<file path="config.mk">
export PLATFORM = sky130hd
export DESIGN_NAME = grid_tile_first_fit_packer
export DESIGN_NICKNAME = d
export VERILOG_FILES = /design/src/gtp_pkg.sv /design/src/grid_tile_first_fit_packer.sv /design/src/gtp_occ_mem.sv /design/src/gtp_fit.sv
export SDC_FILE = /design/constraint.sdc
export NUM_CORES = 1
export LEC_CHECK = 0
export BUFFER_PORTS_ARGS = -buffer_cell sky130_fd_sc_hd__buf_4
export CAP_MARGIN = 10
export CORE_AREA = 8 8 312 314
export CTS_BUF_LIST = sky130_fd_sc_hd__clkbuf_4 sky130_fd_sc_hd__clkbuf_8
export CTS_CLUSTER_SIZE = 40
export DETAILED_ROUTE_END_ITERATION = 16
export DIE_AREA = 0 0 320 322
export MAX_ROUTING_LAYER = met4
export PLACE_DENSITY_LB_ADDON = 0.3
export SLEW_MARGIN = 20
export SYNTH_ARGS = -nofsm -noshare
export SYNTH_HDL_FRONTEND = slang
export SYNTH_SLANG_ARGS = --single-unit
</file>
<file path="constraint.sdc">
create_clock -name clk -period 7.1 [get_ports clk]
set_input_delay 0.355 -clock clk [delete_from_list [all_inputs] [get_ports clk]]
set_output_delay 0.355 -clock clk [all_outputs]
set_load 0.01 [all_outputs]
</file>
<file path="src/gtp_pkg.sv">
// ============================================================================
// gtp_pkg - shared types and constants for the grid tile packer
// Transaction payloads, register map and default sizing of the grid store.
// ============================================================================
`default_nettype none

package gtp_pkg;

    // default sizing of the grid store
    localparam int MAX_COLS_DEF  = 8;
    localparam int GRID_ROWS_DEF = 64;

    // search window and height limit
    localparam int SEARCH_ROWS = 64;
    localparam int HEIGHT_CAP  = 8;

    // register map, index of each register
    localparam logic REG_COLUMNS      = 1'b0;
    localparam logic REG_ROWS_VISIBLE = 1'b1;

    // register reset values
    localparam logic [3:0] COLUMNS_RST      = 4'd4;
    localparam logic [3:0] ROWS_VISIBLE_RST = 4'd3;

    // tile request transaction
    typedef struct packed {
        logic       new_wall;
        logic [3:0] span_width;
        logic [3:0] span_height;
    } req_t;

    // placement result transaction
    typedef struct packed {
        logic       placed;
        logic [5:0] tile_row;
        logic [2:0] tile_col;
    } rsp_t;

endpackage

`default_nettype wire

</file>
<file path="src/grid_tile_first_fit_packer.sv">
// ============================================================================
// grid_tile_first_fit_packer - first-fit tile placement on an occupancy grid
// Places tiles in arrival order at the first row, then leftmost column, with
// room, starting from the row where the previous tile landed, or from row 0 after a new wall.
// ============================================================================
// One tile is worked on at a time. The search reads one occupancy row per
// memory access (a read state, then capture into a window of the last
// rows read); the first candidate row needs h reads before its check, every
// later candidate one more read. After a fit, the covered rows are written
// back one row per write. A new wall clears the grid at once through per-row
// valid bits. Results wait in an output register while the next tile is
// taken; the user must write configuration over the APB port only while the
// block is idle, and the block itself does not enforce this.
`default_nettype none

module grid_tile_first_fit_packer #(
    parameter int MAX_COLS  = gtp_pkg::MAX_COLS_DEF,
    parameter int GRID_ROWS = gtp_pkg::GRID_ROWS_DEF
) (
    input  wire logic          clk,
    input  wire logic          rst_n,
    // configuration port
    input  wire logic          psel,
    input  wire logic          penable,
    input  wire logic          pwrite,
    input  wire logic [2:0]    paddr,
    input  wire logic [31:0]   pwdata,
    output logic      [31:0]   prdata,
    output logic               pready,
    // tile requests
    input  wire logic          req_valid,
    output logic               req_ready,
    input  wire gtp_pkg::req_t req,
    // placement results
    output logic               rsp_valid,
    input  wire logic          rsp_ready,
    output gtp_pkg::rsp_t      rsp
);

    localparam int RW    = $clog2(GRID_ROWS);
    localparam int NCW   = $clog2(MAX_COLS + 1);
    localparam int CLW   = (MAX_COLS > 1) ? $clog2(MAX_COLS) : 1;
    localparam int HCAP  = (GRID_ROWS < gtp_pkg::HEIGHT_CAP) ? GRID_ROWS : gtp_pkg::HEIGHT_CAP;
    localparam int KW    = $clog2(gtp_pkg::SEARCH_ROWS);

    localparam logic [2:0] ST_IDLE  = 3'd0;
    localparam logic [2:0] ST_READ  = 3'd1;
    localparam logic [2:0] ST_DATA  = 3'd2;
    localparam logic [2:0] ST_EVAL  = 3'd3;
    localparam logic [2:0] ST_WRITE = 3'd4;
    localparam logic [2:0] ST_DONE  = 3'd5;

    logic [3:0]          columns_reg;
    logic [3:0]          rows_vis_reg;
    logic [2:0]          state_reg;
    logic [2:0]          state_next;
    logic [RW-1:0]       scan_row_reg;
    logic [RW-1:0]       cand_reg;
    logic [RW-1:0]       rd_addr_reg;
    logic [RW-1:0]       wr_addr_reg;
    logic [3:0]          fill_reg;
    logic [3:0]          wcnt_reg;
    logic [KW-1:0]       kcnt_reg;
    logic [NCW-1:0]      ncols_reg;
    logic [NCW-1:0]      width_reg;
    logic [3:0]          height_reg;
    logic                placed_reg;
    logic [CLW-1:0]      col_reg;
    logic [MAX_COLS-1:0] win_reg [HCAP];
    logic                rsp_valid_reg;
    gtp_pkg::rsp_t       rsp_reg;

    logic [NCW-1:0]      ncols_c;
    logic [NCW-1:0]      width_c;
    logic [3:0]          hcap_c;
    logic [3:0]          height_c;
    logic [RW-1:0]       start_c;
    logic [MAX_COLS-1:0] base;
    logic [MAX_COLS-1:0] tile_mask;
    logic                fit_found;
    logic [CLW-1:0]      fit_col;
    logic [MAX_COLS-1:0] rd_data;
    logic                cfg_wr;
    logic                accept;
    logic                rsp_load;
    logic                start_over;
    logic                next_over;
    logic                clear_grid;

    // configuration registers
    assign pready = 1'b1;
    assign cfg_wr = psel && penable && pwrite;

    always_ff @(posedge clk or negedge rst_n)
    begin
        if (!rst_n)
        begin
            columns_reg  <= gtp_pkg::COLUMNS_RST;
            rows_vis_reg <= gtp_pkg::ROWS_VISIBLE_RST;
        end
        else if (cfg_wr)
        begin
            case (paddr[2])
                gtp_pkg::REG_COLUMNS:      columns_reg  <= pwdata[3:0];
                gtp_pkg::REG_ROWS_VISIBLE: rows_vis_reg <= pwdata[3:0];
                default:                   columns_reg  <= columns_reg;
            endcase
        end
    end

    always_comb
    begin
        case (paddr[2])
            gtp_pkg::REG_COLUMNS:      prdata = {28'd0, columns_reg};
            gtp_pkg::REG_ROWS_VISIBLE: prdata = {28'd0, rows_vis_reg};
            default:                   prdata = '0;
        endcase
    end

    // span clamping
    always_comb
    begin
        if (columns_reg == 4'd0)
            ncols_c = NCW'(1);
        else if (32'(columns_reg) > 32'(MAX_COLS))
            ncols_c = NCW'(MAX_COLS);
        else
            ncols_c = NCW'(columns_reg);

        if (req.span_width == 4'd0)
            width_c = NCW'(1);
        else if (32'(req.span_width) > 32'(ncols_c))
            width_c = ncols_c;
        else
            width_c = NCW'(req.span_width);

        if (rows_vis_reg == 4'd0)
            hcap_c = 4'd1;
        else if (32'(rows_vis_reg) > 32'(HCAP))
            hcap_c = 4'(HCAP);
        else
            hcap_c = rows_vis_reg;

        if (req.span_height == 4'd0)
            height_c = 4'd1;
        else if (req.span_height > hcap_c)
            height_c = hcap_c;
        else
            height_c = req.span_height;
    end

    // run of cells covered by one row of the tile
    always_comb
    begin
        for (int i = 0; i < MAX_COLS; i++)
        begin
            base[i] = (32'(i) < 32'(width_reg));
        end
    end

    assign tile_mask = base << col_reg;

    // search bounds against the end of the store
    assign start_c    = req.new_wall ? '0 : scan_row_reg;
    assign start_over = (32'(start_c) + 32'(height_c)) > 32'(GRID_ROWS);
    assign next_over  = (32'(cand_reg) + 32'd1 + 32'(height_reg)) > 32'(GRID_ROWS);

    assign accept     = req_valid && req_ready;
    assign clear_grid = accept && req.new_wall;
    assign req_ready  = (state_reg == ST_IDLE);
    assign rsp_load   = (state_reg == ST_DONE) && (!rsp_valid_reg || rsp_ready);

    // occupancy store
    gtp_occ_mem #(
        .ROWS (GRID_ROWS),
        .COLS (MAX_COLS)
    ) u_occ_mem (
        .clk     (clk),
        .rst_n   (rst_n),
        .clear   (clear_grid),
        .rd_en   (state_reg == ST_READ),
        .rd_addr (rd_addr_reg),
        .rd_data (rd_data),
        .wr_en   (state_reg == ST_WRITE),
        .wr_addr (wr_addr_reg),
        .wr_data (win_reg[0] | tile_mask)
    );

    // column search over the window
    gtp_fit #(
        .COLS  (MAX_COLS),
        .DEPTH (HCAP)
    ) u_fit (
        .win    (win_reg),
        .height (height_reg),
        .width  (width_reg),
        .ncols  (ncols_reg),
        .base   (base),
        .found  (fit_found),
        .col    (fit_col)
    );

    // sequencer next state
    always_comb
    begin
        state_next = state_reg;
        case (state_reg)
            ST_IDLE:
            begin
                if (accept)
                    state_next = start_over ? ST_DONE : ST_READ;
            end
            ST_READ:
            begin
                state_next = ST_DATA;
            end
            ST_DATA:
            begin
                if ((fill_reg + 4'd1) >= height_reg)
                    state_next = ST_EVAL;
                else
                    state_next = ST_READ;
            end
            ST_EVAL:
            begin
                if (fit_found)
                    state_next = ST_WRITE;
                else if ((kcnt_reg == KW'(gtp_pkg::SEARCH_ROWS - 1)) || next_over)
                    state_next = ST_DONE;
                else
                    state_next = ST_READ;
            end
            ST_WRITE:
            begin
                if (wcnt_reg == 4'd1)
                    state_next = ST_DONE;
            end
            ST_DONE:
            begin
                if (rsp_load)
                    state_next = ST_IDLE;
            end
            default:
            begin
                state_next = ST_IDLE;
            end
        endcase
    end

    // sequencer and search registers
    always_ff @(posedge clk or negedge rst_n)
    begin
        if (!rst_n)
        begin
            state_reg     <= ST_IDLE;
            scan_row_reg  <= '0;
            rsp_valid_reg <= 1'b0;
        end
        else
        begin
            state_reg <= state_next;
            if (clear_grid)
            begin
                scan_row_reg <= '0;
            end
            else if ((state_reg == ST_WRITE) && (wcnt_reg == 4'd1))
            begin
                scan_row_reg <= cand_reg;
            end
            if (rsp_load)
            begin
                rsp_valid_reg <= 1'b1;
            end
            else if (rsp_ready)
            begin
                rsp_valid_reg <= 1'b0;
            end
        end
    end

    // working registers, no reset needed
    always_ff @(posedge clk)
    begin
        case (state_reg)
            ST_IDLE:
            begin
                if (accept)
                begin
                    ncols_reg   <= ncols_c;
                    width_reg   <= width_c;
                    height_reg  <= height_c;
                    cand_reg    <= start_c;
                    rd_addr_reg <= start_c;
                    fill_reg    <= 4'd0;
                    kcnt_reg    <= '0;
                    placed_reg  <= 1'b0;
                    col_reg     <= '0;
                end
            end
            ST_DATA:
            begin
                // shift the fresh row into the window
                win_reg[0] <= rd_data;
                for (int j = 1; j < HCAP; j++)
                begin
                    win_reg[j] <= win_reg[j-1];
                end
                rd_addr_reg <= rd_addr_reg + RW'(1);
                if (fill_reg < height_reg)
                    fill_reg <= fill_reg + 4'd1;
            end
            ST_EVAL:
            begin
                if (fit_found)
                begin
                    placed_reg  <= 1'b1;
                    col_reg     <= fit_col;
                    wcnt_reg    <= height_reg;
                    wr_addr_reg <= RW'(32'(cand_reg) + 32'(height_reg) - 32'd1);
                end
                else
                begin
                    cand_reg <= cand_reg + RW'(1);
                    kcnt_reg <= kcnt_reg + KW'(1);
                end
            end
            ST_WRITE:
            begin
                // write back from the bottom row up, newest window entry first
                for (int j = 0; j < HCAP - 1; j++)
                begin
                    win_reg[j] <= win_reg[j+1];
                end
                wr_addr_reg <= wr_addr_reg - RW'(1);
                wcnt_reg    <= wcnt_reg - 4'd1;
            end
            default:
            begin
                placed_reg <= placed_reg;
            end
        endcase
    end

    // result register
    always_ff @(posedge clk)
    begin
        if (rsp_load)
        begin
            rsp_reg.placed   <= placed_reg;
            rsp_reg.tile_row <= placed_reg ? 6'(cand_reg) : 6'd0;
            rsp_reg.tile_col <= placed_reg ? 3'(col_reg) : 3'd0;
        end
    end

    assign rsp_valid = rsp_valid_reg;
    assign rsp       = rsp_reg;

endmodule

`default_nettype wire

</file>
<file path="src/gtp_occ_mem.sv">
// ============================================================================
// gtp_occ_mem - occupancy store
// One row of cell bits per grid row, with a registered synchronous read.
// Per-row valid bits make a cleared or never written row read as free.
// ============================================================================
`default_nettype none

module gtp_occ_mem #(
    parameter int ROWS = gtp_pkg::GRID_ROWS_DEF,
    parameter int COLS = gtp_pkg::MAX_COLS_DEF
) (
    input  wire logic                    clk,
    input  wire logic                    rst_n,
    input  wire logic                    clear,
    input  wire logic                    rd_en,
    input  wire logic [$clog2(ROWS)-1:0] rd_addr,
    output logic      [COLS-1:0]         rd_data,
    input  wire logic                    wr_en,
    input  wire logic [$clog2(ROWS)-1:0] wr_addr,
    input  wire logic [COLS-1:0]         wr_data
);

    logic [COLS-1:0] occ_mem [ROWS];
    logic [ROWS-1:0] valid_reg;
    logic [COLS-1:0] rdq_reg;
    logic            rdv_reg;

    // row storage
    always_ff @(posedge clk)
    begin
        if (wr_en)
        begin
            occ_mem[wr_addr] <= wr_data;
        end
        if (rd_en)
        begin
            rdq_reg <= occ_mem[rd_addr];
        end
    end

    // row valid bits, cleared at once on reset or a new wall
    always_ff @(posedge clk or negedge rst_n)
    begin
        if (!rst_n)
        begin
            valid_reg <= '0;
            rdv_reg   <= 1'b0;
        end
        else
        begin
            if (clear)
            begin
                valid_reg <= '0;
            end
            else if (wr_en)
            begin
                valid_reg[wr_addr] <= 1'b1;
            end
            if (rd_en)
            begin
                rdv_reg <= valid_reg[rd_addr];
            end
        end
    end

    // a row never written since the last clear is all free
    assign rd_data = rdv_reg ? rdq_reg : '0;

endmodule

`default_nettype wire

</file>
<file path="src/gtp_fit.sv">
// ============================================================================
// gtp_fit - column fit search
// Merges the rows held in the window that a tile would cover and finds the
// leftmost column where the whole run of cells is free.
// ============================================================================
`default_nettype none

module gtp_fit #(
    parameter int COLS  = gtp_pkg::MAX_COLS_DEF,
    parameter int DEPTH = gtp_pkg::HEIGHT_CAP
) (
    input  wire logic [COLS-1:0]                         win [DEPTH],
    input  wire logic [3:0]                              height,
    input  wire logic [$clog2(COLS+1)-1:0]               width,
    input  wire logic [$clog2(COLS+1)-1:0]               ncols,
    input  wire logic [COLS-1:0]                         base,
    output logic                                         found,
    output logic      [((COLS > 1) ? $clog2(COLS) : 1)-1:0] col
);

    localparam int CLW = (COLS > 1) ? $clog2(COLS) : 1;

    logic [COLS-1:0] occ_or;
    logic [COLS-1:0] fit;

    // merge the covered rows
    always_comb
    begin
        occ_or = '0;
        for (int j = 0; j < DEPTH; j++)
        begin
            if (32'(j) < 32'(height))
            begin
                occ_or = occ_or | win[j];
            end
        end
    end

    // each start column checked independently
    always_comb
    begin
        for (int c = 0; c < COLS; c++)
        begin
            fit[c] = ((32'(c) + 32'(width)) <= 32'(ncols)) &&
                     ((occ_or & (base << c)) == '0);
        end
    end

    // leftmost fitting column
    always_comb
    begin
        col = '0;
        for (int c = COLS - 1; c >= 0; c--)
        begin
            if (fit[c])
            begin
                col = CLW'(c);
            end
        end
    end

    assign found = |fit;

endmodule

`default_nettype wire
</file>
Word level (Yosys, flattened, before mapping)
Memories as Yosys holds them, arrays and structs flattened. A register that Yosys moved wholly into a read port is not among the register bits.
Cells that the tools add are included.
{"block": "totals", "register_bits": 205, "latchBits": 0, "ram_bits": 512, "mem_bits_ro": 0, "input_bits": 51, "wordCells": 230, "memories": 1}
{"name": "u_occ_mem.occ_mem", "depth": 64, "width": 8, "rd": 1, "rd_clocked_by_memory_dff": 1, "write_ports": 1, "line_no": "gtp_occ_mem.sv:23", "source": "logic [COLS-1:0] occ_mem [ROWS];"}
{"block": "op_classes", "addsub": 18, "mul": 0, "n_div": 0, "magnitude_cmp": 35, "eq_ne": 13, "n_shift": 1, "muxes": 67, "n_bitwise": 18, "reduce_logical": 48}
{"cell": "32-bit by 4-bit <= comparator with 1-bit output", "count": 7}
{"cell": "64-bit 2-to-1 mux", "count": 2}
{"cell": "56-bit case mux with 2 select lines", "count": 1}
{"cell": "8-bit 2-to-1 mux", "count": 9}
{"cell": "8-bit AND", "count": 8}
{"cell": "8-bit logical NOT", "count": 8}
{"cell": "64-bit bitwise OR", "count": 1}
{"cell": "8-bit bitwise OR", "count": 8}
{"cell": "32-bit case mux with 2 select lines", "count": 1}
{"cell": "3-bit 2-to-1 mux", "count": 16}
{"cell": "6-bit 2-to-1 mux", "count": 8}
{"cell": "6-bit case mux with 2 select lines", "count": 4}
{"cell": "4-bit 2-to-1 mux", "count": 10}
{"cell": "3-bit by 4-bit less-than comparator with 1-bit output (first input constant)", "count": 8}
{"cell": "3-bit by 4-bit adder with 5-bit output (first input constant)", "count": 4}
{"cell": "6-bit by 1-bit adder with 6-bit output (second input constant)", "count": 3}
{"cell": "3-bit case mux with 6 select lines", "count": 1}
{"cell": "4-bit logical NOT", "count": 4}
{"cell": "1-bit by 4-bit less-than comparator with 1-bit output (first input constant)", "count": 4}
{"cell": "2-bit by 4-bit less-than comparator with 1-bit output (first input constant)", "count": 4}
{"cell": "4-bit case mux with 2 select lines", "count": 2}
{"cell": "1-bit logical AND", "count": 15}
{"cell": "6-bit by 7-bit less-than comparator with 1-bit output (second input constant)", "count": 2}
{"cell": "2-bit nonzero test", "count": 7}
{"cell": "38 further kinds", "count": 63}

Logic depth before layout (Yosys ltp)
Gate-level depths: netlist of run 1.
{"block": "depth", "ltp_word": 29, "ltp_mapped": 19}

Cells and area by module
From an unflattened synthesis of run 1, not the netlist that was laid out.
{"block": "unflattened", "hier_cells": 2205, "area_unflattened_um2": 32307.2}
{"mod": "gtp_occ_mem", "n_inst": 1, "cells_each": 1207, "area_each_um2": 22790.6, "seq_area_each_um2": 17241.5}
{"mod": "grid_tile_first_fit_packer", "n_inst": 1, "cells_each": 734, "area_each_um2": 7579.8, "seq_area_each_um2": 4117.7}
{"mod": "gtp_fit", "n_inst": 1, "cells_each": 264, "area_each_um2": 1936.9, "seq_area_each_um2": 0.0}

Worst setup path before layout of run 1
OpenSTA, ideal clock, no wires.
{"block": "synth_path", "kind": "register -> register", "from": "reg width_reg[3]", "to": "mem u_occ_mem.occ_mem[0][4] in the netlist's numbering (data pin)", "setup_time_ps": 702, "arrival_time_ps": 4272, "t_required_ps": 6398, "path_slack_ps": 2126, "stages_incl_launch_ff": 9, "n_path_buf": 3, "synth_period_minus_slack_ps": 4974, "path_cell_list": "edfxtp_1 -> clkbuf_1 -> inv_1 -> ha_1 -> clkbuf_1 -> clkbuf_1 -> o21ai_0 -> o21ai_0 -> o21ai_0"}
{"block": "synth_via", "elab_chain_cells": 3, "word_cells_on_any_way": 10, "cone_classes": "order compare: 8; shift: 1; bitwise: 1"}
{"item": "from (decl)", "line_no": "grid_tile_first_fit_packer.sv:65", "source": "logic [NCW-1:0] width_reg;"}
{"item": "from (signal assigned)", "line_no": "grid_tile_first_fit_packer.sv:290", "source": "width_reg <= width_c;"}
{"item": "1-bit by 4-bit less-than comparator with 1-bit output, or another cell as far along", "line_no": "grid_tile_first_fit_packer.sv:157", "source": "base[i] = (32'(i) < 32'(width_reg));"}
{"item": "8-bit by 3-bit left shift with 8-bit output *", "line_no": "grid_tile_first_fit_packer.sv:161", "source": "assign tile_mask = base << col_reg;"}
{"item": "8-bit bitwise OR *", "line_no": "grid_tile_first_fit_packer.sv:186", "source": ".wr_data (win_reg[0] | tile_mask)"}
{"item": "named net u_occ_mem.wr_data[4]", "line_no": "gtp_occ_mem.sv:20", "source": "input wire logic [COLS-1:0] wr_data"}
{"item": "to (decl)", "line_no": "gtp_occ_mem.sv:23"}
Mark *: on every way through the listed nets, which the timed path passes. The rest lies on a longest branch.

Worst setup path in the final report of run 1
{"block": "layout_path", "from": "reg height_reg[1]", "to": "reg wr_addr_reg[0], enable pin"}
{"block": "layout_via", "elab_chain_cells": 22, "word_cells_on_any_way": 50, "cone_classes": "order compare: 8; eq/ne: 1; mux: 8; bitwise: 15; reduce/logical: 18"}
{"item": "from (decl)", "line_no": "grid_tile_first_fit_packer.sv:66", "source": "logic [3:0] height_reg;"}
{"item": "from (signal assigned)", "line_no": "grid_tile_first_fit_packer.sv:291", "source": "height_reg <= height_c;"}
{"item": "1-bit by 4-bit less-than comparator with 1-bit output", "line_no": "gtp_fit.sv:32", "source": "if (32'(j) < 32'(height))"}
{"item": "8-bit 2-to-1 mux", "line_no": "gtp_fit.sv:32"}
{"item": "8-bit bitwise OR", "line_no": "gtp_fit.sv:34", "source": "occ_or = occ_or | win[j];"}
{"item": "8-bit 2-to-1 mux", "line_no": "gtp_fit.sv:32"}
{"item": "8-bit bitwise OR", "line_no": "gtp_fit.sv:34"}
{"item": "8-bit 2-to-1 mux", "line_no": "gtp_fit.sv:32"}
{"item": "8-bit bitwise OR", "line_no": "gtp_fit.sv:34"}
{"item": "8-bit 2-to-1 mux", "line_no": "gtp_fit.sv:32"}
{"item": "[... 6 more ...]"}
{"item": "8-bit bitwise OR", "line_no": "gtp_fit.sv:34"}
{"item": "8-bit 2-to-1 mux *", "line_no": "gtp_fit.sv:32"}
{"item": "8-bit AND", "line_no": "gtp_fit.sv:45", "source": "((occ_or & (base << c)) == '0);"}
{"item": "8-bit logical NOT", "line_no": "gtp_fit.sv:45"}
{"item": "1-bit logical AND", "line_no": "gtp_fit.sv:44", "source": "fit[c] = ((32'(c) + 32'(width)) <= 32'(ncols)) &&"}
{"item": "8-bit OR reduction *", "line_no": "gtp_fit.sv:62", "source": "assign found = |fit;"}
{"item": "2-bit inequality test (no line) *"}
{"item": "2-bit AND reduction (no line) *"}
{"item": "to (signal assigned)", "line_no": "grid_tile_first_fit_packer.sv:319", "source": "wr_addr_reg <= RW'(32'(cand_reg) + 32'(height_reg) - 32'd1);"}
{"item": "to (signal assigned)", "line_no": "grid_tile_first_fit_packer.sv:334", "source": "wr_addr_reg <= wr_addr_reg - RW'(1);"}
{"item": "to (decl)", "line_no": "grid_tile_first_fit_packer.sv:60", "source": "logic [RW-1:0] wr_addr_reg;"}
Every way passes the cells marked *; elsewhere a longest branch is shown, timed or not.
A chain may end at the register's enable or synchronous reset.

==> qor.csv, run 1 <==
metric,value,unit
status,"finished, final reports clean",
placed inst area,33500,µm²
core area,92500,µm²
post-DP HPWL,46300,µm
worst path cell trace,"buf_4, or4_4, a2111oi_4, nand2_1, a222oi_1, o2111ai_1, and4_4, a22oi_2",
gp weighted congestion,0.822,
CTS resizes,0,
CTS tree,built,
fraction of layout cells with a size suffix above 1,21.7,%
CTS max path bufs,3,
fin nets,2283,
global-route wire length before repair,115000,µm
Crit. End Element,flip-flop,
Wirelength per Cell,22.0,µm
Final ANT Viol Nets,0,
vias in the first global route,18300,
GR Overflow Total,0,
most used routing layer,met2,
synthesized area,32000,µm²
"Period Utilization, post-route",58.9,%
Top delay family on crit path,compound AO/OA/AOI/OAI gates,
max reg flops,512,
I/O Pins,96,
max_slew headroom,22.9,%
fin area,36100,µm²
"slowest stage delay, CP",690,ps
H-tree depth,3,
Mapped Cells,2066,
met2 Track Usage GR,23.4,%
"wirelength, routed",76100,µm
async set or reset register ratio after synthesis,11.4,%
library cells used by synthesis,80,
final hold slack,61.4,ps
Min-Delay Path Class,input port to flip-flop,
FILL cells,8451,
worst-skew pair later-pin latency,780,ps
CTS Buf Count,114,
clock sink total,725,
RSZ-0062 raised after global routing,false,
die width,320,µm
worst ir drop on vdd,229,µV
initial antenna violation count,1,
Post-synth EDFFs,642,
Tot GR Track Use,15.0,%
Row Count,112,
most frequent cells in the layout,"edfxtp_1 (642), nor2_1 (262), nand2_1 (223), mux4_2 (189), clkbuf_8 (131)",
Critical Path AT,4570,ps
Pins Over Slew Limit,0,
port bufs,36,
Synth Register Bits,725,
Tmin final,4180,ps
die area,103000,µm²
post-route setup TNS,0,ps
Die Ht,322,µm
Setup CP Type,flip-flop to flip-flop,
pin count of the biggest net entering global routing,90,
max cap viols,0,
CP Launch Type,flip-flop,
total number of vias,18100,
Pwr per Cell Area,376,nW/µm²
Post-synth top flop,edfxtp_1,
Initial Utilization,34.6,%
Clock Root Buffer,clkbuf_8,
"commonest non-fill, non-tap cell in the layout",edfxtp_1,
sequential share of the synthesized area,66.8,%
final hold vios,0,
Crit Path Max Fanout,17,
"Area growth, synth to finish",12.9,%
worst path bufs/invs,1,
Worst-Margin Slew,1150,ps
Pre-antenna DRT Iters,6,
final setup fails,0,
"Clk pin slew, worst setup/hold paths",60,ps
WP data required,7490,ps
Post-CTS Setup Inserts,0,
Total Power,13.6,mW
GR Layer Usage met3,2.62,%
met1 usage,20.3,%
routed vias/inst,5.24,
leakage,12.7,nW
Critical-path top delay cell,edfxtp_1,
Max Freq,239,MHz
Max Clock Skew,79.8,ps
yosys warns,0,
Initial DRC Count,1838,
Residual DRC,0,
syn_area_per_cell,15.5,µm²
[cell type report]
cell class	instances	area [µm²]	share of cell area (%)
well taps	1197	1500	4.15
repair buffers	73	601	1.66
clock inverters	37	297	0.821
clock buffers	180	2170	6.01
multi-input cells	1184	9950	27.6
flip-flops and latches	725	21400	59.2
inverters	59	221	0.613
diodes	4	10.0	0.0277
[layer usage]
metal | up-vias | part of all wire [%]
met2 | 637 | 47
met3 | 142 | 6.0
met4 | 0 | 2.2
met1 | 9320 | 45
li1 | 8039 | -
met5 | - | 0
[worst register-to-register path, cell delays in order, from the launching register on]
cell	delay (ps)
edfxtp_1	690
buf_4	350
or4_4	600
a2111oi_4	630
nand2_1	110
a222oi_1	370
o2111ai_1	300
and4_4	300
a22oi_2	520
[path summary, 6_finish.rpt]
check / startpoint / to / slack (ps) / depth (start not counted)
worst max-delay path: height_reg[1] / wr_addr_reg[0] / 2920 / 8
worst min-delay path: req[5] / width_reg[2] / 60 / 3
worst max register to register: height_reg[1] / wr_addr_reg[0] / 2920 / 8
worst min register to register: u_occ_mem.valid_reg[21] / u_occ_mem.valid_reg[21] / 490 / 2
max in group asynchronous: rst_n / u_occ_mem.valid_reg[25] / 5850 / 3
min in group asynchronous: rst_n / u_occ_mem.valid_reg[11] / 160 / 2
[cells by family (layout without fill, tap and decap cells)]
| group | after synthesis | in the layout | share of synthesized area (%) |
|---|---|---|---|
| AOI/OAI and AO/OA | 209 | 209 | 4.24 |
| xor gates and xnor gates | 34 | 34 | 0.931 |
| adders and majority gates | 79 | 79 | 3.14 |
| buffers and inverters | 184 | 349 | 2.56 |
| DFF | 725 | 725 | 66.8 |
| muxes | 208 | 208 | 13.9 |
| other | 2 | 33 | 0.0235 |
| and+or+nand+nor | 625 | 625 | 8.38 |
[synthesized netlist by cell type (11+ instances only)]
cell / number / share of area (%)
edfxtp_1: 642 / 60
nor2_1: 265 / 3.1
nand2_1: 224 / 2.6
mux4_2: 189 / 13
dfrtp_1: 80 / 6.3
ha_1: 72 / 2.8
clkbuf_1: 65 / 0.76
o21ai_0: 61 / 0.95
inv_1: 58 / 0.68
a21oi_1: 56 / 0.88
nand3_1: 31 / 0.49
buf_4: 29 / 0.68
xor2_1: 21 / 0.58
buf_1: 20 / 0.23
nor3_1: 17 / 0.27
nor2b_1: 13 / 0.25
xnor2_1: 13 / 0.36
mux2_2: 12 / 0.42
and2_1: 11 / 0.22
nand2b_1: 11 / 0.22
[power by group]
group          internal [mW]  switching, mW
registers               5.44          0.346
clock network           2.01           1.69
logic                   1.70           2.39
[metrics by stage]
stage	worst slack, ps	util (%)	std cells
3_5_place_dp	2900	36.2	3227
5_1_grt	2660	39.0	3459
4_1_cts	2940	39.0	3455
2_1_floorplan	2130	-	2093
6_report	2920	39.0	3459
3_3_place_gp	2990	36.2	3227
[repair_timing]
action,in CTS,in global routing
hold endpoints to repair,52,0
hold buffers,11,0
endpoints found under the setup margin,0,0
Note: power is estimated with default switching activity, not from simulation.
==> run 2: changes to the inputs <==
==> constraint.sdc (replaced) <==
create_clock -name clk -period 4.3 [get_ports clk]
set_input_delay 0.215 -clock clk [delete_from_list [all_inputs] [get_ports clk]]
set_output_delay 0.215 -clock clk [all_outputs]
set_load 0.01 [all_outputs]
==> qor.csv, run 2 (synthesis gave the netlist of run 1 again) <==
metric,value,unit,change
GR Overflow Total,0,,unchanged
Crit. End Element,flip-flop,,
P_sw,7.36,mW,+66%
FILL cells,8451,,unchanged
I/O Pins,96,,unchanged
CTS Buf Count,117,,+2.6%
Pwr per Cell Area,616,nW/µm²,+64%
Min-Delay Path Class,input port to async pin,,
Final ANT Viol Nets,0,,unchanged
Tot GR Track Use,15.2,%,+0.23 points
Initial DRC Count,1691,,-8.0%
Crit Path Max Fanout,8,,-9
Max Freq,262,MHz,+9.7%
pin count of the biggest net entering global routing,72,,-20%
vias in the first global route,18700,,+2.5%
fraction of layout cells with a size suffix above 1,23.9,%,+2.1 points
Wirelength per Cell,21.7,µm,-1.6%
Clock Root Buffer,clkbuf_8,,
routed vias/inst,5.18,,-1.2%
fin area,36800,µm²,+2.0%
Worst-Margin Slew,999,ps,-153 ps
worst path cell trace,"inv_1, nand2_1, ha_1, nor2b_1, o21ai_0, nand2b_1, a21oi_1, a41o_1, nor3_1, a211o_1, ha_1, fa_1, xor2_1, nor4_1, o32ai_1, nor4_1, a211oi_2",,
Total Power,22.7,mW,+67%
reg2reg path depth,17,,+9
Max Clock Skew,57.7,ps,-22.1 ps
clock power share,26.9,%,-0.3 points
worst-skew pair later-pin latency,760,ps,-20 ps
"commonest non-fill, non-tap cell in the layout",edfxtp_1,,
"wirelength, routed",76700,µm,+0.79%
Layout Cells excl Fill,3542,,+2.4%
post-route setup TNS,0,ps,unchanged
CTS max path bufs,3,,unchanged
Critical-path top delay cell,dfrtp_1,,
Tmin final,3820,ps,-369 ps
max_slew headroom,33.1,%,+10 points
Row Count,112,,unchanged
RSZ-0062 raised after global routing,false,,
area of the multi-input gates,9950,µm²,about the same
"Area growth, synth to finish",15.1,%,
internal power,15.3,mW,+67%
max reg flops,512,,unchanged
Seq pwr share,42.5,%,about the same
die area,103000,µm²,unchanged
initial antenna violation count,2,,+1
core area,92500,µm²,unchanged
placed inst area,34100,µm²,+1.6%
final hold vios,0,,unchanged
total number of vias,18400,,+1.2%
Die Ht,322,µm,unchanged
Pins Over Slew Limit,0,,unchanged
CP Launch Type,flip-flop,,
max cap viols,0,,unchanged
placed insts,3287,,+1.9%
most frequent cells in the layout,"edfxtp_1 (642), nor2_1 (264), nand2_1 (223), mux4_2 (189), clkbuf_8 (131)",,
Sw Ratio,32.5,%,-0.16 points
final setup fails,0,,unchanged
CTS tree,built,,
post-DP HPWL,50100,µm,+8.0%
H-tree depth,3,,unchanged
fin nets,2362,,+3.5%
worst ir drop on vdd,313,µV,+36%
"slowest stage delay, CP",420,ps,-270 ps
Reg area,21400,µm²,unchanged
Residual DRC,0,,unchanged
global-route wire length before repair,118000,µm,+1.9%
die width,320,µm,unchanged
Gate power share,30.6,%,+0.5 points
clock sink total,725,,unchanged
Setup CP Type,flip-flop to flip-flop,,
"Period Utilization, post-route",88.7,%,+30 points
status,"finished, final reports clean",,
leakage,13.1,nW,+3.4%
Critical Path AT,4410,ps,-160 ps
port bufs,36,,unchanged
gp weighted congestion,0.841,,+2.3%
WP data required,4890,ps,-2600 ps
"Clk pin slew, worst setup/hold paths",70,ps,about the same
Initial Utilization,34.6,%,unchanged
Pre-antenna DRT Iters,6,,unchanged
## run 2: worst max-delay path: cells and delay by family, from the launching register on
| family | cells | cell delay [ps] |
|---|---|---|
| XOR/XNOR | 1 | 170 |
| AND/OR/NAND/NOR | 6 | 930 |
| adder cells (fa/ha/maj) | 3 | 940 |
| buffers and inverters | 1 | 140 |
| flip-flops | 1 | 420 |
| AO/OA/AOI/OAI | 6 | 1100 |
## run 2: path summary, 6_finish.rpt
| check | startpoint | to | slack, ps |
|---|---|---|---|
| max reg2reg | rows_vis_reg[3] | state_reg[2] | 480 |
| min reg2reg | u_occ_mem.valid_reg[45] | u_occ_mem.valid_reg[45] | 490 |
| max | rows_vis_reg[3] | state_reg[2] | 480 |
| min | rst_n | rows_vis_reg[2] | 120 |
| min in group clk | pwdata[1] | columns_reg[1] | 320 |
| max in group asynchronous | rst_n | u_occ_mem.valid_reg[16] | 3120 |
## run 2: per-layer routing
metal | wire length [µm] | up-vias | share of wire [%] | GRT usage [%]
met3 | 4760 | 138 | 6.2 | 2.86
met1 | 33600 | 9391 | 44 | 20.2
met4 | 1560 | 0 | 2.0 | 3.71
li1 | - | 8194 | - | -
met5 | 0 | - | 0 | -
met2 | 36800 | 628 | 48 | 24.3
## run 2: power groups by stage
stage	Sequential [mW]	Combinational, mW	Clock, mW
floorplan	9.45	4.74	0
global placement	9.73	6.83	0
detailed placement	9.76	6.99	0
CTS	9.62	7.07	6.27
global route	9.71	7.57	6.58
finish	9.63	6.94	6.11
## run 2: area by class of cell
cell class	count	area share [%]
Timing Repair Buffer	149	3.56
Tap cell	1197	4.07
Multi-Input combinational cell	1184	27.0
Inverter	59	0.602
Clock inverter	41	0.755
Antenna cell	5	0.0340
Sequential cell	725	58.0
Clock buffer	182	5.94
## run 2: repair_timing
action,in CTS,in global routing
buffers inserted,0,0
hold buffers,27,0
resized for setup,0,0
hold endpoints to repair,74,0
## run 2: per-stage QoR
stage,hold WS (ps),utilization [%],setup WS (ps)
after global placement,319,36.8,448
after floorplan,-80.6,-,418
after CTS,67.2,39.8,475
final,123,39.8,484
after detailed placement,347,36.8,484
after global routing,135,39.8,188
==> run 3: changes to the inputs <==
--- a/config.mk
+++ b/config.mk
@@ -7,11 +7,11 @@
 export LEC_CHECK = 0
 export BUFFER_PORTS_ARGS = -buffer_cell sky130_fd_sc_hd__buf_4
 export CAP_MARGIN = 10
-export CORE_AREA = 8 8 312 314
+export CORE_AREA = 8 8 184 317
 export CTS_BUF_LIST = sky130_fd_sc_hd__clkbuf_4 sky130_fd_sc_hd__clkbuf_8
 export CTS_CLUSTER_SIZE = 40
 export DETAILED_ROUTE_END_ITERATION = 16
-export DIE_AREA = 0 0 320 322
+export DIE_AREA = 0 0 192 325
 export MAX_ROUTING_LAYER = met4
 export PLACE_DENSITY_LB_ADDON = 0.3
 export SLEW_MARGIN = 20
==> qor.csv, run 3 (synthesis gave the netlist of run 1 again) <==
metric,value,unit,change
Residual DRC,0,,unchanged
Seq pwr share,43.2,%,+0.7 points
CTS Buf Count,98,,-16%
final hold vios,0,,unchanged
leakage,12.7,nW,-2.7%
die area,62400,µm²,-39%
placed insts,2755,,-16%
port bufs,36,,unchanged
die width,192,µm,-40%
Worst R2R Setup Slack,320,ps,-160 ps
max_slew headroom,31.9,%,-1.2 points
final setup fails,0,,unchanged
status,"finished, final reports clean",,
CP Launch Type,flip-flop,,
core area,54000,µm²,-42%
"Period Utilization, post-route",92.5,%,+3.7 points
"Clk pin slew, worst setup/hold paths",70,ps,about the same
fin area,35600,µm²,-3.4%
Critical Path AT,4530,ps,+120 ps
gp weighted congestion,0.950,,+13%
Crit. End Element,flip-flop,,
Tmin final,3980,ps,+161 ps
post-route setup TNS,0,ps,unchanged
internal power,15.1,mW,-1.6%
pin count of the biggest net entering global routing,72,,unchanged
CTS tree,built,,
worst hold path depth,3,,
CTS max path bufs,3,,unchanged
placed inst area,33200,µm²,-2.6%
fin nets,2308,,-2.3%
RSZ-0062 raised after global routing,false,,
Initial Utilization,59.2,%,+25 points
vias in the first global route,19200,,+2.5%
Row Count,113,,+0.89%
Initial DRC Count,1692,,+0.059%
Gate power share,30.9,%,+0.3 points
met1 usage,26.0,%,+5.9 points
Layout Cells excl Fill,2959,,-16%
worst flop-to-flop path endpoint,state_reg[2],,
Pins Over Slew Limit,0,,unchanged
Setup CP Type,flip-flop to flip-flop,,
clock power share,25.9,%,-1.0 points
Clock Root Buffer,clkbuf_8,,
clock sink total,725,,unchanged
"commonest non-fill, non-tap cell in the layout",edfxtp_1,,
worst ir drop on vdd,351,µV,+12%
GR Overflow Total,0,,unchanged
H-tree depth,3,,unchanged
Max Clock Skew,44.4,ps,-13.4 ps
P_sw,7.13,mW,-3.2%
"wirelength, routed",75800,µm,-1.2%
max cap viols,0,,unchanged
max reg flops,512,,unchanged
Tot GR Track Use,25.1,%,+9.9 points
WP data required,4860,ps,-30 ps
fraction of layout cells with a size suffix above 1,22.1,%,-1.7 points
Final ANT Viol Nets,0,,unchanged
most frequent cells in the layout,"edfxtp_1 (642), nor2_1 (264), nand2_1 (223), mux4_2 (189), clkbuf_8 (107)",,
post-DP HPWL,51200,µm,+2.2%
initial antenna violation count,2,,unchanged
Worst-Margin Slew,1020,ps,+18.1 ps
GR Layer Usage met3,3.22,%,+0.36 points
Sw Ratio,32.1,%,-0.35 points
routed vias/inst,6.26,,+21%
Hold EP,columns_reg[1],,
Pwr per Cell Area,624,nW/µm²,+1.3%
Crit Path Max Fanout,8,,unchanged
met2 Track Usage GR,45.4,%,+21 points
area of the multi-input gates,9950,µm²,about the same
FILL cells,3742,,-56%
most used routing layer,met2,,
Wirelength per Cell,25.6,µm,+18%
hold wc startpoint,penable,,
Pre-antenna DRT Iters,5,,-1
worst-skew pair later-pin latency,690,ps,-70 ps
Max Freq,251,MHz,-4.0%
Min-Delay Path Class,input port to flip-flop,,
total number of vias,18500,,+0.99%
"Area growth, synth to finish",11.2,%,
global-route wire length before repair,114000,µm,-3.0%
I/O Pins,96,,unchanged
Reg area,21400,µm²,unchanged
reg2reg path depth,17,,unchanged
Reg-to-Reg Start,rows_vis_reg[3],,
Die Ht,325,µm,+0.93%
==> run 3: layout make-up <==
type | count | area share [%]
clock buffer | 133 | 4.69
sequential | 725 | 60.0
clock inverter | 52 | 1.49
inverter | 59 | 0.623
multi-input combinational | 1184 | 28.0
timing repair buffer | 114 | 2.74
antenna | 2 | 0.0141
tap | 690 | 2.43
==> run 3: through the flow <==
step | setup WS, ps | hold WS (ps) | power, mW | util (%)
after floorplan | 418 | -80.6 | 14.2 | -
after global placement | 494 | 332 | 16.4 | 61.5
after detailed placement | 419 | 348 | 16.6 | 61.5
after CTS | 442 | 7.07 | 22.3 | 65.8
after global routing | 145 | 73.1 | 23.1 | 65.9
final | 324 | 65.0 | 22.2 | 65.9
==> run 3: power by group through the flow <==
stage	logic (mW)	clock network [mW]	registers [mW]
floorplan	4.74	0	9.45
global placement	6.67	0	9.69
detailed placement	6.87	0	9.73
CTS	6.92	5.82	9.59
global route	7.34	6.09	9.67
finish	6.85	5.74	9.60
==> run 3: how the worst max path moves through the flow <==
stage / start / end / slack [ps]
detailed placement: rows_vis_reg[1] / state_reg[2] / 420
CTS: rows_vis_reg[3] / state_reg[2] / 440
global placement: rows_vis_reg[1] / state_reg[2] / 490
global route: rows_vis_reg[1] / state_reg[2] / 150
floorplan: width_reg[3] / u_occ_mem.occ_mem[0][4] / 420
finish: rows_vis_reg[3] / state_reg[2] / 320
==> run 3: worst max-delay path, stage by stage (launching register included) <==
cell and delay (ps):
dfrtp_1 430, inv_1 130, nand2_1 90, ha_1 290
nor2b_1 150, o21ai_0 160, nand2b_1 80, a21oi_1 140
a41o_1 240, nor3_1 100, a211o_1 310, ha_1 230
fa_1 420, xor2_1 190, nor4_1 300, o32ai_1 180
nor4_1 350, a211oi_2 110
==> run 3: repair_timing <==
item	CTS	global route
resized for setup	0	0
hold buffers	17	0
endpoints found under the hold margin	67	0
setup buffers	0	0
==> run 3: per-layer routing <==
layer	routed length, µm	share of wire, %
met4	4250	5.6
met2	42300	56
met1	24900	33
met3	4330	5.7
met5	0	0
